<file path="config.mk">
export PLATFORM = sky130hd
export DESIGN_NAME = ultrasound_arrival_timer
export DESIGN_NICKNAME = d
export VERILOG_FILES = /design/src/hw/rtl/uat_pkg.sv /design/src/hw/rtl/ultrasound_arrival_timer.sv
export SDC_FILE = /design/constraint.sdc
export NUM_CORES = 1
export LEC_CHECK = 0
export BUFFER_PORTS_ARGS = -buffer_cell sky130_fd_sc_hd__buf_2
export CAP_MARGIN = 20
export CORE_MARGIN = 8
export CORE_UTILIZATION = 60
export CTS_BUF_LIST = sky130_fd_sc_hd__clkbuf_8
export CTS_CLUSTER_DIAMETER = 40
export DETAILED_ROUTE_END_ITERATION = 10
export MAX_ROUTING_LAYER = met4
export PLACE_DENSITY_LB_ADDON = 0.15
export SLEW_MARGIN = 15
export SYNTH_ARGS = -nofsm -noshare
export SYNTH_HDL_FRONTEND = slang
export SYNTH_SLANG_ARGS = --single-unit
</file>
<file path="constraint.sdc">
create_clock -name clk -period 11.5 [get_ports clk]
set_clock_uncertainty 0.2 [all_clocks]
set_input_delay 1.725 -clock clk [delete_from_list [all_inputs] [get_ports clk]]
set_output_delay 1.725 -clock clk [all_outputs]
set_load 0.1 [all_outputs]
</file>
<file path="src/hw/rtl/uat_pkg.sv">
// Types and constants for the ultrasound arrival timer.
package uat_pkg;

  typedef logic [1:0] action_t;
  typedef logic [1:0] mode_t;
  typedef logic [2:0] status_t;
  typedef logic [2:0] cfg_index_t;

  localparam action_t ACT_ARM  = 2'd0;
  localparam action_t ACT_PKT  = 2'd1;
  localparam action_t ACT_POLL = 2'd2;

  localparam mode_t MODE_ONE  = 2'd0;
  localparam mode_t MODE_TWO  = 2'd1;
  localparam mode_t MODE_XOR  = 2'd2;
  localparam mode_t MODE_OMNI = 2'd3;

  localparam status_t ST_OK         = 3'd0;
  localparam status_t ST_ONE_FIRST  = 3'd1;
  localparam status_t ST_TWO_FIRST  = 3'd2;
  localparam status_t ST_ONE_MISSED = 3'd3;
  localparam status_t ST_TWO_MISSED = 3'd4;
  localparam status_t ST_TIMEOUT    = 3'd5;

  localparam logic KIND_RF = 1'b0;
  localparam logic KIND_US = 1'b1;

  localparam cfg_index_t CFG_MODE   = 3'd0;
  localparam cfg_index_t CFG_FILTER = 3'd1;
  localparam cfg_index_t CFG_MAXIT  = 3'd2;
  localparam cfg_index_t CFG_FLAG0  = 3'd3;
  localparam cfg_index_t CFG_FLAG1  = 3'd4;

  localparam int CFG_DATA_W = 16;

  localparam logic signed [7:0] NODE_ANY = -8'sd1;
  localparam logic [15:0] MAXIT_RESET = 16'd1000;

endpackage

</file>
<file path="src/hw/rtl/ultrasound_arrival_timer.sv">
// Acoustic ranging capture: packet match, pin polling and result timing.
//
//   channel | direction | handshake            | payload
//   --------+-----------+----------------------+-------------------------------------
//   in_     | input     | in_valid / in_stall  | action, now_us, head bytes, sender, pins
//   out_    | output    | out_valid / out_stall| kind, node_id, tdoa_us, orient_us, status
//   cfg_    | input     | cfg_valid / cfg_ready| cfg_index, cfg_data
//
// Each request is held in the input register and is resolved from there into the result
// register, so a new request can be taken every cycle while in_stall is low.
// A result is registered once its request leaves the input register; a request that gives no
// result simply drains. in_stall rises only when the result register is full and stalled.
// Synchronous active-low reset clears control state and loads register defaults.
module ultrasound_arrival_timer import uat_pkg::*; #(
  parameter int TIME_WIDTH  = 32,
  parameter int COUNT_WIDTH = 16
) (
  input  logic                    clk,
  input  logic                    rst_n,
  input  logic                    in_valid,
  output logic                    in_stall,
  input  logic [1:0]              in_action,
  input  logic [31:0]             in_now_us,
  input  logic [7:0]              in_head_zero,
  input  logic [7:0]              in_head_one,
  input  logic signed [7:0]       in_sender,
  input  logic                    in_pin_one,
  input  logic                    in_pin_two,
  input  logic                    in_pin_logic,
  output logic                    out_valid,
  input  logic                    out_stall,
  output logic                    out_kind,
  output logic signed [7:0]       out_node_id,
  output logic [31:0]             out_tdoa_us,
  output logic [31:0]             out_orient_us,
  output logic [2:0]              out_status,
  input  logic                    cfg_valid,
  output logic                    cfg_ready,
  input  logic [2:0]              cfg_index,
  input  logic [CFG_DATA_W-1:0]   cfg_data
);

  localparam int LW = (COUNT_WIDTH > 16) ? COUNT_WIDTH : 16;
  localparam logic [LW-1:0] CMAX = LW'({COUNT_WIDTH{1'b1}});

  typedef logic [TIME_WIDTH-1:0]  time_t;
  typedef logic [COUNT_WIDTH-1:0] count_t;

  // Configuration registers.
  mode_t             mode_r;
  logic signed [7:0] filt_r;
  logic [15:0]       maxit_r;
  logic [7:0]        fb0_r;
  logic [7:0]        fb1_r;

  // Input register.
  logic              s1_valid_r;
  action_t           s1_action_r;
  time_t             s1_now_r;
  logic [7:0]        s1_h0_r;
  logic [7:0]        s1_h1_r;
  logic signed [7:0] s1_sender_r;
  logic              s1_p1_r;
  logic              s1_p2_r;
  logic              s1_pl_r;

  // Measurement state.
  logic              armed_r, armed_nxt;
  logic              meas_r, meas_nxt;
  logic              wait_r, wait_nxt;
  logic              two_r, two_nxt;
  time_t             start_r, start_nxt;
  time_t             cap_r, cap_nxt;
  count_t            poll_r, poll_nxt;
  logic signed [7:0] target_r, target_nxt;

  // Result register.
  logic              out_valid_r;
  logic              out_kind_r;
  logic signed [7:0] out_node_r;
  time_t             out_tdoa_r;
  time_t             out_orient_r;
  status_t           out_status_r;

  logic              out_free;
  logic              step;
  logic              in_accept;

  logic [LW-1:0]     lim;
  count_t            poll_inc;
  logic              poll_done;
  logic              poll_done_inc;
  logic              hit;
  time_t             ec_cap;
  logic              ec_two;
  time_t             ec_tdoa;
  time_t             ec_gap;
  logic              ec_f;
  logic              ec_s;
  logic              ec_done;
  status_t           ec_status;
  time_t             now_tdoa;

  logic              res_v;
  logic              res_kind;
  logic signed [7:0] res_node;
  time_t             res_tdoa;
  time_t             res_orient;
  status_t           res_status;
  logic              fin;

  assign out_free  = !out_valid_r || !out_stall;
  assign step      = s1_valid_r && out_free;
  assign in_stall  = s1_valid_r && !out_free;
  assign in_accept = in_valid && !in_stall;
  assign cfg_ready = 1'b1;

  assign lim = (LW'(maxit_r) > CMAX) ? CMAX : LW'(maxit_r);
  assign poll_inc      = poll_r + 1'b1;
  assign poll_done     = LW'(poll_r) >= lim;
  assign poll_done_inc = LW'(poll_inc) >= lim;

  // A first pin hit in two-sensor mode runs the gap test on the same sample.
  assign hit = meas_r && !wait_r && !poll_done && (mode_r == MODE_TWO) &&
               (s1_p1_r || s1_p2_r);
  assign ec_cap  = hit ? s1_now_r : cap_r;
  assign ec_two  = hit ? !s1_p1_r : two_r;
  assign ec_tdoa = ec_cap - start_r;
  assign ec_gap  = s1_now_r - ec_cap;
  assign ec_f    = ec_two ? s1_p2_r : s1_p1_r;
  assign ec_s    = ec_two ? s1_p1_r : s1_p2_r;
  assign ec_done = (mode_r == MODE_XOR) ? !s1_pl_r : !(ec_f && !ec_s);
  assign now_tdoa = s1_now_r - start_r;

  always_comb begin
    if (mode_r == MODE_XOR) begin
      ec_status = ST_OK;
    end else if (ec_two) begin
      ec_status = ec_f ? ST_TWO_FIRST : ST_TWO_MISSED;
    end else begin
      ec_status = ec_f ? ST_ONE_FIRST : ST_ONE_MISSED;
    end
  end

  always_comb begin
    armed_nxt  = armed_r;
    meas_nxt   = meas_r;
    wait_nxt   = wait_r;
    two_nxt    = two_r;
    start_nxt  = start_r;
    cap_nxt    = cap_r;
    poll_nxt   = poll_r;
    target_nxt = target_r;
    res_v      = 1'b0;
    res_kind   = KIND_US;
    res_node   = target_r;
    res_tdoa   = '0;
    res_orient = '0;
    res_status = ST_OK;
    fin        = 1'b0;
    if (step) begin
      case (s1_action_r)
        ACT_ARM: begin
          armed_nxt = 1'b1;
        end
        ACT_PKT: begin
          if (armed_r && !meas_r && s1_h0_r == fb0_r && s1_h1_r == fb1_r) begin
            if (filt_r == NODE_ANY || filt_r == s1_sender_r) begin
              meas_nxt   = 1'b1;
              wait_nxt   = 1'b0;
              two_nxt    = 1'b0;
              start_nxt  = s1_now_r;
              cap_nxt    = s1_now_r;
              poll_nxt   = '0;
              target_nxt = s1_sender_r;
            end
            res_v    = 1'b1;
            res_kind = KIND_RF;
            res_node = s1_sender_r;
          end
        end
        ACT_POLL: begin
          if (meas_r) begin
            if (wait_r) begin
              if (ec_done) begin
                fin        = 1'b1;
                res_tdoa   = ec_tdoa;
                res_orient = ec_gap;
                res_status = ec_status;
              end
            end else if (poll_done) begin
              fin        = 1'b1;
              res_status = ST_TIMEOUT;
            end else begin
              poll_nxt = poll_inc;
              case (mode_r)
                MODE_ONE: begin
                  if (s1_p1_r) begin
                    fin      = 1'b1;
                    res_tdoa = now_tdoa;
                  end else if (poll_done_inc) begin
                    fin        = 1'b1;
                    res_status = ST_TIMEOUT;
                  end
                end
                MODE_TWO: begin
                  if (hit) begin
                    two_nxt  = ec_two;
                    cap_nxt  = s1_now_r;
                    wait_nxt = 1'b1;
                    if (ec_done) begin
                      fin        = 1'b1;
                      res_tdoa   = ec_tdoa;
                      res_orient = ec_gap;
                      res_status = ec_status;
                    end
                  end else if (poll_done_inc) begin
                    fin        = 1'b1;
                    res_status = ST_TIMEOUT;
                  end
                end
                MODE_XOR: begin
                  if (s1_pl_r) begin
                    cap_nxt  = s1_now_r;
                    wait_nxt = 1'b1;
                  end else if (poll_done_inc) begin
                    fin        = 1'b1;
                    res_status = ST_TIMEOUT;
                  end
                end
                default: begin
                  if (s1_pl_r) begin
                    fin      = 1'b1;
                    res_tdoa = now_tdoa;
                  end else if (poll_done_inc) begin
                    fin        = 1'b1;
                    res_status = ST_TIMEOUT;
                  end
                end
              endcase
            end
          end
        end
        default: begin
        end
      endcase
      // Any ultrasound result ends the shot.
      if (fin) begin
        res_v     = 1'b1;
        meas_nxt  = 1'b0;
        wait_nxt  = 1'b0;
        armed_nxt = 1'b0;
      end
    end
  end

  always_ff @(posedge clk) begin
    if (!rst_n) begin
      mode_r  <= MODE_ONE;
      filt_r  <= NODE_ANY;
      maxit_r <= MAXIT_RESET;
      fb0_r   <= '0;
      fb1_r   <= '0;
    end else if (cfg_valid && cfg_ready) begin
      case (cfg_index)
        CFG_MODE:   mode_r  <= cfg_data[1:0];
        CFG_FILTER: filt_r  <= cfg_data[7:0];
        CFG_MAXIT:  maxit_r <= cfg_data[15:0];
        CFG_FLAG0:  fb0_r   <= cfg_data[7:0];
        CFG_FLAG1:  fb1_r   <= cfg_data[7:0];
        default: begin
        end
      endcase
    end
  end

  always_ff @(posedge clk) begin
    if (!rst_n) begin
      s1_valid_r <= 1'b0;
    end else if (in_accept) begin
      s1_valid_r <= 1'b1;
    end else if (out_free) begin
      s1_valid_r <= 1'b0;
    end
  end

  always_ff @(posedge clk) begin
    if (in_accept) begin
      s1_action_r <= in_action;
      s1_now_r    <= TIME_WIDTH'(in_now_us);
      s1_h0_r     <= in_head_zero;
      s1_h1_r     <= in_head_one;
      s1_sender_r <= in_sender;
      s1_p1_r     <= in_pin_one;
      s1_p2_r     <= in_pin_two;
      s1_pl_r     <= in_pin_logic;
    end
  end

  always_ff @(posedge clk) begin
    if (!rst_n) begin
      armed_r  <= 1'b0;
      meas_r   <= 1'b0;
      wait_r   <= 1'b0;
      two_r    <= 1'b0;
      start_r  <= '0;
      cap_r    <= '0;
      poll_r   <= '0;
      target_r <= '0;
    end else begin
      armed_r  <= armed_nxt;
      meas_r   <= meas_nxt;
      wait_r   <= wait_nxt;
      two_r    <= two_nxt;
      start_r  <= start_nxt;
      cap_r    <= cap_nxt;
      poll_r   <= poll_nxt;
      target_r <= target_nxt;
    end
  end

  always_ff @(posedge clk) begin
    if (!rst_n) begin
      out_valid_r <= 1'b0;
    end else if (out_free) begin
      out_valid_r <= res_v;
    end
  end

  always_ff @(posedge clk) begin
    if (res_v) begin
      out_kind_r   <= res_kind;
      out_node_r   <= res_node;
      out_tdoa_r   <= res_tdoa;
      out_orient_r <= res_orient;
      out_status_r <= res_status;
    end
  end

  assign out_valid     = out_valid_r;
  assign out_kind      = out_kind_r;
  assign out_node_id   = out_node_r;
  assign out_tdoa_us   = 32'(out_tdoa_r);
  assign out_orient_us = 32'(out_orient_r);
  assign out_status    = out_status_r;

endmodule

</file>
==> metrics.txt, run 1 <==
routed len/inst=between 15 and 20 um; number of flops mapped to enable cells by yosys=137; Ys Warns=0; Die Width=187 um; Pleak=7.75 nW; Hold Crit Class=reg2reg; multiplexer share of the synthesized area=3.17%; # clock sinks=273; WL final=~50 mm; die area=35100 um^2; largest family of logic cells by synthesized area=compound AO/OA/AOI/OAI gates; Mean Syn Cell Area=8.75 um^2; clk slew on worst S/H paths=60 ps; gr usage total=28.4%; cts hold-fix bufs=0; register area share after synthesis=38.8%; share of post-route cells with drive strength above 1=13.1%; DRT iter0 DRCs=1466; final setup violation count=0; Final Util=between 60% and 70%; Slew @ Worst Pin=between 1000 and 1500 ps; Synth top area share=between 20% and 30%; Finished Cell Area=19800 um^2; antenna-violating nets left=0; unrepaired setup endpoints after global routing=false; core area=slightly below 30000 um^2; port bufs=162; placed cell areas=18700 um^2; Yosys top cell by area=edfxtp_1; H-tree Lvls=2; outcome=complete, no violations; Post-synth top flop=edfxtp_1; Starting Density=61.1%; Critical Path Source Type=flop; Async S/R FF share, synth=0%; Synth area leaders=edfxtp_1, dfxtp_1, ha_1; Top Ports=164; Clock Latency Late Sink=600 ps; Relative slew margins=~27%; Post-Syn Nets=2219; Max VDD drop=~0.12 mV; # DRC=0; Mapped Area=17600 um^2; post-route minimum period=6310 ps; final hold violation count=0; crit path kind=reg2reg; Non-Filler Instances=2586; initial antenna violation count=1; XOR/XNOR Fraction of Synth Area=just under 7%; TritonRoute pass-1 iters=7; clk root buf=clkbuf_8; maximum clock path buffer count=3; largest net degree at the start of global routing=86; vias in the first global route=14800; gpl congestion=0.959; simple-gate share of the synthesized area=18.6%; CP Capture Type=flop; worst path required time=11600 ps; worst reg2reg setup slack=5190 ps; residual overflow from global routing=0; Setup Buffers After CTS=0; CP max FO=approximately 40; DR vias/cell=approximately 5.9; overall power after layout=approximately 2.2 mW; Die Y-Extent=187 um; Synth Area in Compound Gates=19.4%; row cnt=62; post-DP HPWL=36.5 mm; PD cells=112 nW/um^2; crit path DAT=6410 ps; P&R area growth vs syn=12.0%; Placed Cells=2491; first-pass GRT wire length=a little under 80 mm; post-CTS sizing=0; FMAX=158 MHz; Via Count=roughly 15000; library cells used by synthesis=82; Slew Limit Fails=0; flop and latch count out of synthesis=273; crit share post-route=54.9%; max-capacitance violation count=0; cts bufs inserted=50; synthesized instance count=2016; post-synthesis adder-cell area fraction=8.95%; setup TNS=0 ps; Final Net Count=2363; CTS tree=built
-- placed cells by master (no fill, tap or decap), drive strengths merged, types with 9 or more instances in the layout --
| cell type | count |
|---|---|
| and3 | 14 |
| and2 | 21 |
| a21o | 59 |
| edfxtp | 137 |
| mux2i | 42 |
| nor2 | 124 |
| o21bai | 11 |
| buf | 180 |
| nor2b | 74 |
| a21boi | 74 |
| nand2 | 304 |
| o211ai | 15 |
| nand3 | 52 |
| mux2 | 12 |
| ha | 115 |
| clkinv | 15 |
| dfxtp | 136 |
| nand4 | 16 |
| a211oi | 10 |
| xnor2 | 83 |
| a21oi | 146 |
| a22oi | 9 |
| nor3 | 32 |
| nand2b | 31 |
| o21ai | 106 |
| inv | 127 |
| xor2 | 55 |
| a31oi | 21 |
| o21a | 12 |
| clkbuf | 54 |
-- cells by family after synthesis --
kind of cell	after synthesis
compound gates	524
other cells	1
mux	54
buf+inv	195
simple gates	705
xor+xnor	138
flops	273
fa+ha+maj	126
-- routing by layer --
metal	vias up	track usage (%)	share of wire, %
li1	7399	-	-
met1	7149	37.0	44
met2	624	43.7	45
met3	125	5.50	8.5
met4	0	10.3	3.4
met5	-	-	0
-- power by group --
group	total, mW	leakage [nW]	internal [mW]	switching [mW]
combinational	0.253	4.92	0.106	0.147
clock	0.907	0.570	0.483	0.424
sequential	1.06	2.26	1.04	0.0228
-- worst paths after layout --
path	start	to	depth (start not counted)
max	poll_r[13]	out_orient_us[30]	24
min	maxit_r[15]	maxit_r[15]	2
min reg2reg	maxit_r[15]	maxit_r[15]	2
max reg2reg	poll_r[13]	out_orient_us[30]	24
-- flip-flops by register name, summed over array words and instances, names as in the netlist, 2 cells and up --
name,flops
mode_r,2
out_tdoa_us,32
s1_now_r,32
out_orient_us,32
poll_r,16
out_status,3
fb0_r,8
out_node_id,8
fb1_r,8
s1_sender_r,8
start_r,32
s1_h0_r,8
target_r,8
cap_r,32
filt_r,8
s1_h1_r,8
maxit_r,16
s1_action_r,2
-- cells in the mapped netlist (all sizes together) (32+ instances only) --
library cell  count
nor3             32
inv             107
clkbuf           75
a21o             59
nand3            52
nand2           304
nor2b            74
nor2            124
o21ai           106
xnor2            83
dfxtp           136
a21boi           74
ha              115
a21oi           146
edfxtp          137
mux2i            42
xor2             55
-- critical path: stages (launching register included) --
cell	delay, ps
dfxtp_1	370
ha_1	310
nand4_1	200
a2111oi_4	400
o21ai_2	120
o211a_4	320
nand2_2	300
buf_4	480
nor2_1	80
a21oi_1	220
inv_1	70
ha_1	220
fa_1	520
maj3_1	380
a21oi_1	220
nand3_1	150
a21oi_1	180
o22ai_1	140
nand4_1	170
a31oi_1	190
nor2b_1	140
nor2_1	80
o41ai_1	320
xnor2_1	170
nor2_1	50
-- final cells by class --
class,count,area (um^2)
Inverter,107,402
Multi-Input combinational cell,1548,10100
Clock inverter,39,243
Fill cell,2416,9100
Tap cell,384,480
Antenna cell,1,2.50
Clock buffer,54,743
Timing Repair Buffer,180,966
Sequential cell,273,6840
-- metrics by stage --
| stage | hold slack (ps) | setup slack [ps] |
|---|---|---|
| 2_1_floorplan | 238 | 5680 |
| 3_3_place_gp | 248 | 5440 |
| 3_5_place_dp | 260 | 5300 |
| 4_1_cts | 268 | 5280 |
| 5_1_grt | 290 | 4800 |
| 6_report | 265 | 5190 |
Note: power is estimated with default switching activity, not from simulation.
==> run 2, diff against run 1 <==
CORE_UTILIZATION = 56   (was 60)
clock period = 5.6 ns   (was 11.5 ns; I/O delays follow)
==> run 2 against run 1 <==
Against the previous run:
- flip-flop and latch count is the same
- critical path depth is 4 lower
- routed wire length increased by 6.7%
- critical path type unchanged
- maximum frequency grew 18%
==> metrics.txt, run 2 (same netlist as run 1, synthesis figures left out) <==
outcome=complete, no violations; port bufs=162; Clk pwr share=44.2%; setup TNS=0 ps; CP cell instances=inv_1, ha_1, a211oi_2, nand3b_1, a21oi_2, o211ai_1, buf_4, nor2_4, buf_4, mux2_2, ha_1, inv_1, a2111o_1, a211oi_2, o2111ai_1, o211ai_2, a31oi_1, o21ai_1, xnor2_1, o22ai_1; Relative slew margins=21.9%; post-DP HPWL=39.7 mm; GR Util met1=38.3%; max-capacitance violation count=0; placed cell areas=19000 um^2; gr usage total=28.8%; Max VDD drop=0.213 mV; # DRC=0; P_int=~3.5 mW; Slew @ Worst Pin=between 1000 and 1500 ps; Critical Path Source Type=flop; # clock sinks=273; die area=37400 um^2; post-route minimum period=5370 ps; crit share post-route=between 90% and 100%; largest net degree at the start of global routing=62; maximum clock path buffer count=3; worst path required time=5770 ps; Hold Crit Class=in2reg; initial antenna violation count=1; Sw Pwr=about 1.3 mW; register share of total power=44.8%; area of the multi-input gates=10100 um^2; Finished Cell Area=20200 um^2; clk slew on worst S/H paths=roughly 60 ps; DR vias/cell=5.89; CP max FO=18; Slowest cell on crit path=mux2_2; P&R area growth vs syn=14.6%; Starting Density=about 56%; first-pass GRT wire length=84.3 mm; sw frac=27.2%; Slew Limit Fails=0; M2 GR Usage=between 40% and 50%; grt peak-use layer=met2; CTS tree=built; cts hold-fix bufs=0; final setup violation count=0; WL final=53.8 mm; cts bufs inserted=54; crit path kind=reg2reg; row cnt=65; clk root buf=clkbuf_8; core area=~31000 um^2; TritonRoute pass-1 iters=5; Die Y-Extent=193 um; crit path DAT=between 5000 and 6000 ps; Die Width=193 um; overall power after layout=4.87 mW; Top Ports=164; largest stage delay on the critical path=390 ps; DRT iter0 DRCs=1195; vias in the first global route=between 15000 and 20000; commonest non-fill, non-tap cell in the layout=nand2_1; Reg area=6840 um^2; share of post-route cells with drive strength above 1=15.1%; FMAX=186 MHz; met3 GRT Util=4.91%; Clock Latency Late Sink=roughly 670 ps; antenna-violating nets left=0; gpl congestion=0.942; CP Capture Type=flop; combinational share of power=11.0%; Pleak=7.97 nW; fillers=2678; final hold violation count=0; Final Net Count=2395; most frequent cells in the layout=nand2_1, buf_2, a21oi_1; routed len/inst=20.4 um; Final Util=64.5%; residual overflow from global routing=0; PD cells=241 nW/um^2; H-tree Lvls=2; Via Count=approximately 16000
==> run 2: cell count changes in the layout (fill, tap and decap cells not counted), moves of 3 or more <==
cell / before / now
a21oi_1: 145 / 141
clkinv_1: 6 / 3
clkinv_2: 7 / 10
a21oi_2: 1 / 5
clkbuf_8: 54 / 59
buf_4: 17 / 43
inv_1: 125 / 121
==> run 2: per-stage QoR <==
stage | hold slack (ps) | cells | worst slack [ps]
CTS | 94.2 | 2637 | 102
global route | 112 | 2641 | -51.2
floorplan | 238 | 2016 | 49.5
global placement | 249 | 2535 | 306
detailed placement | 256 | 2535 | 123
finish | 147 | 2641 | 229
==> run 2: power groups by stage <==
stage	logic, mW	clock network, mW	registers, mW
after floorplan	0.379	0	2.20
after global placement	0.520	0	2.22
after detailed placement	0.524	0	2.22
after CTS	0.528	2.20	2.18
after global routing	0.587	2.28	2.18
final	0.537	2.15	2.18
==> run 2: routing by layer <==
| layer | up-vias | part of all wire, % |
|---|---|---|
| met2 | 574 | 44 |
| met5 | - | 0 |
| li1 | 7479 | - |
| met4 | 0 | 3.1 |
| met3 | 106 | 7.1 |
| met1 | 7403 | 46 |
==> run 2: area by class of cell <==
cell class / instances / share of cell area, %
Clock inverter: 43 / 1.75
Timing Repair Buffer: 208 / 5.86
Tap cell: 402 / 2.49
Antenna cell: 1 / 0.0124
Multi-Input combinational cell: 1548 / 50.0
Inverter: 107 / 1.99
Clock buffer: 59 / 4.02
Sequential cell: 273 / 33.8
==> run 2: path summary, 6_finish.rpt <==
check                             startpoint               to  slack [ps]  cells past startpoint
worst max-delay path              maxit_r[7]  out_tdoa_us[23]         230                     20
worst min register to register   start_r[22]      start_r[22]         260                      2
worst max register to register    maxit_r[7]  out_tdoa_us[23]         230                     20
worst min-delay path            in_sender[7]   s1_sender_r[7]         150                      1
==> run 2: timing repair <==
item | 4_1_cts | 5_1_grt
buffers inserted | 0 | 3
endpoints found under the setup margin | 0 | 17
resized for setup | 0 | 9
==> run 2: worst max-delay path, delay by kind of cell, from the launching register on <==
kind	cells	cell delay [ps]
AOI/OAI and AO/OA	10	2220
adders and majority gates	2	680
buffers and inverters	4	650
and+or+nand+nor	2	460
muxes	1	390
DFF	1	320
xor gates and xnor gates	1	160
==> run 3, diff against run 2 <==
==> constraint.sdc (replaced) <==
create_clock -name clk -period 5.6 [get_ports clk]
set_clock_uncertainty 0.2 [all_clocks]
set_input_delay 1.12 -clock clk [delete_from_list [all_inputs] [get_ports clk]]
set_output_delay 1.12 -clock clk [all_outputs]
set_load 0.1 [all_outputs]
==> run 3 against run 2 <==
Against the previous run:
- total power increased by 2.4%
- global-route usage decreased by 0.23 points
- sequential power about the same
- largest cell class unchanged
- highest routed layer unchanged
==> metrics.txt, run 3 (same netlist as run 1, synthesis figures left out) <==
post-DP HPWL=about 39 mm; row cnt=65; # clock sinks=273; port bufs=between 150 and 200; WL final=between 50 and 60 mm; cts bufs inserted=56; die area=37400 um^2; Critical Path Source Type=flop; gpl congestion=a little under 1; P&R area growth vs syn=15.3%; max-capacitance violation count=0; overall power after layout=4.98 mW; TritonRoute pass-1 iters=5; commonest non-fill, non-tap cell in the layout=nand2_1; setup TNS=0 ps; PD cells=245 nW/um^2; routed len/inst=20.3 um; clk root buf=clkbuf_8; fillers=2669; H-tree Lvls=2; placed cell areas=19000 um^2; Worst Reg-to-Reg Cells=24; final setup violation count=0; gr usage total=28.6%; largest net degree at the start of global routing=69; Max VDD drop=0.249 mV; vias in the first global route=15300; core area=about 31000 um^2; Pleak=8.04 nW; Starting Density=56.3%; crit share post-route=93.7%; first-pass GRT wire length=83.9 mm; CP Capture Type=flop; worst reg2reg setup slack=between 300 and 400 ps; antenna-violating nets left=0; Non-Filler Instances=2645; cts hold-fix bufs=0; max layer used=met4; Slew @ Worst Pin=1150 ps; outcome=complete, no violations; met1 WL=around 25 mm; Final Net Count=2398; Die Y-Extent=~190 um; worst path required time=approximately 5900 ps; Top Ports=164; # DRC=0; met2 wire length=23.6 mm; Placed Cells=2531; Relative slew margins=23.4%; Clock Latency Late Sink=650 ps; area of the multi-input gates=10100 um^2; FMAX=190 MHz; Finished Cell Area=20300 um^2; clk slew on worst S/H paths=60 ps; crit path DAT=around 5500 ps; unrepaired setup endpoints after global routing=false; post-route minimum period=5250 ps; WHS Path Cells=2; residual overflow from global routing=0; Reg area=about 6800 um^2; Slew Limit Fails=0; DRT iter0 DRCs=1186; most frequent cells in the layout=nand2_1, buf_2, a21oi_1; DR vias/cell=5.82; routed length on met3=3.77 mm; Hold Crit Class=reg2reg; CP max FO=10; initial antenna violation count=1; Via Count=approximately 15000; share of post-route cells with drive strength above 1=between 10 and 15%; maximum clock path buffer count=3; final hold violation count=0; Die Width=around 190 um; crit path kind=reg2reg; CTS tree=built
-- run 3: changes by cell type in the layout (fill, tap and decap cells not counted), moves of 2 or more --
cell	delta
buf_4	-3
clkinv_2	-5
bufinv_16	+3
buf_12	+2
clkbuf_16	+2
inv_1	+6
-- run 3: worst paths after layout --
check,startpoint,end
worst min-delay path,start_r[29],start_r[29]
worst min register to register,start_r[29],start_r[29]
worst max register to register,maxit_r[14],out_tdoa_us[31]
worst max-delay path,maxit_r[14],out_tdoa_us[31]
-- run 3: metrics by stage --
stage	setup slack, ps	hold slack [ps]	utilization [%]
2_1_floorplan	49.5	238	-
5_1_grt	5.46	286	65.0
4_1_cts	105	263	64.5
3_5_place_dp	121	256	60.6
3_3_place_gp	230	246	60.6
6_report	351	261	65.0
-- run 3: layout make-up --
class / count / share of cell area (%)
multi-input combinational: 1549 / 49.8
sequential: 273 / 33.6
timing repair buffer: 208 / 6.10
clock buffer: 60 / 4.06
tap: 402 / 2.47
clock inverter: 45 / 1.99
inverter: 107 / 1.97
antenna: 1 / 0.0123
-- run 3: layer usage --
layer  track usage (%)  up-vias
met4              10.2        0
li1                  -     7487
met2              43.7      589
met1              37.6     7204
met5                 -        -
met3              5.28      112
-- run 3: what timing repair did --
action / 4_1_cts / 5_1_grt
gates resized for setup: 0 / 8
setup endpoints to repair: 0 / 8
buffers inserted: 0 / 5
-- run 3: worst max-delay path, stage by stage, from the launching register on --
cell	delay [ps]
dfxtp_1	320
inv_1	70
ha_1	300
nand4_1	180
a2111oi_4	370
o21ai_2	110
o211a_4	290
nand2_8	140
buf_12	180
nor2_1	60
a21oi_2	140
inv_1	60
ha_1	290
a21o_1	200
a21o_1	170
a21o_1	180
a21o_1	180
a21oi_2	170
o21ai_0	100
a221o_1	380
a211oi_1	240
o21bai_1	100
a31oi_1	200
mux2_1	340
a21oi_1	120
-- run 3: power breakdown --
| part | switching, mW | internal [mW] | leakage (nW) |
|---|---|---|---|
| registers | 0.0501 | 2.13 | 2.26 |
| logic | 0.308 | 0.222 | 5.10 |
| clock network | 0.948 | 1.32 | 0.683 |
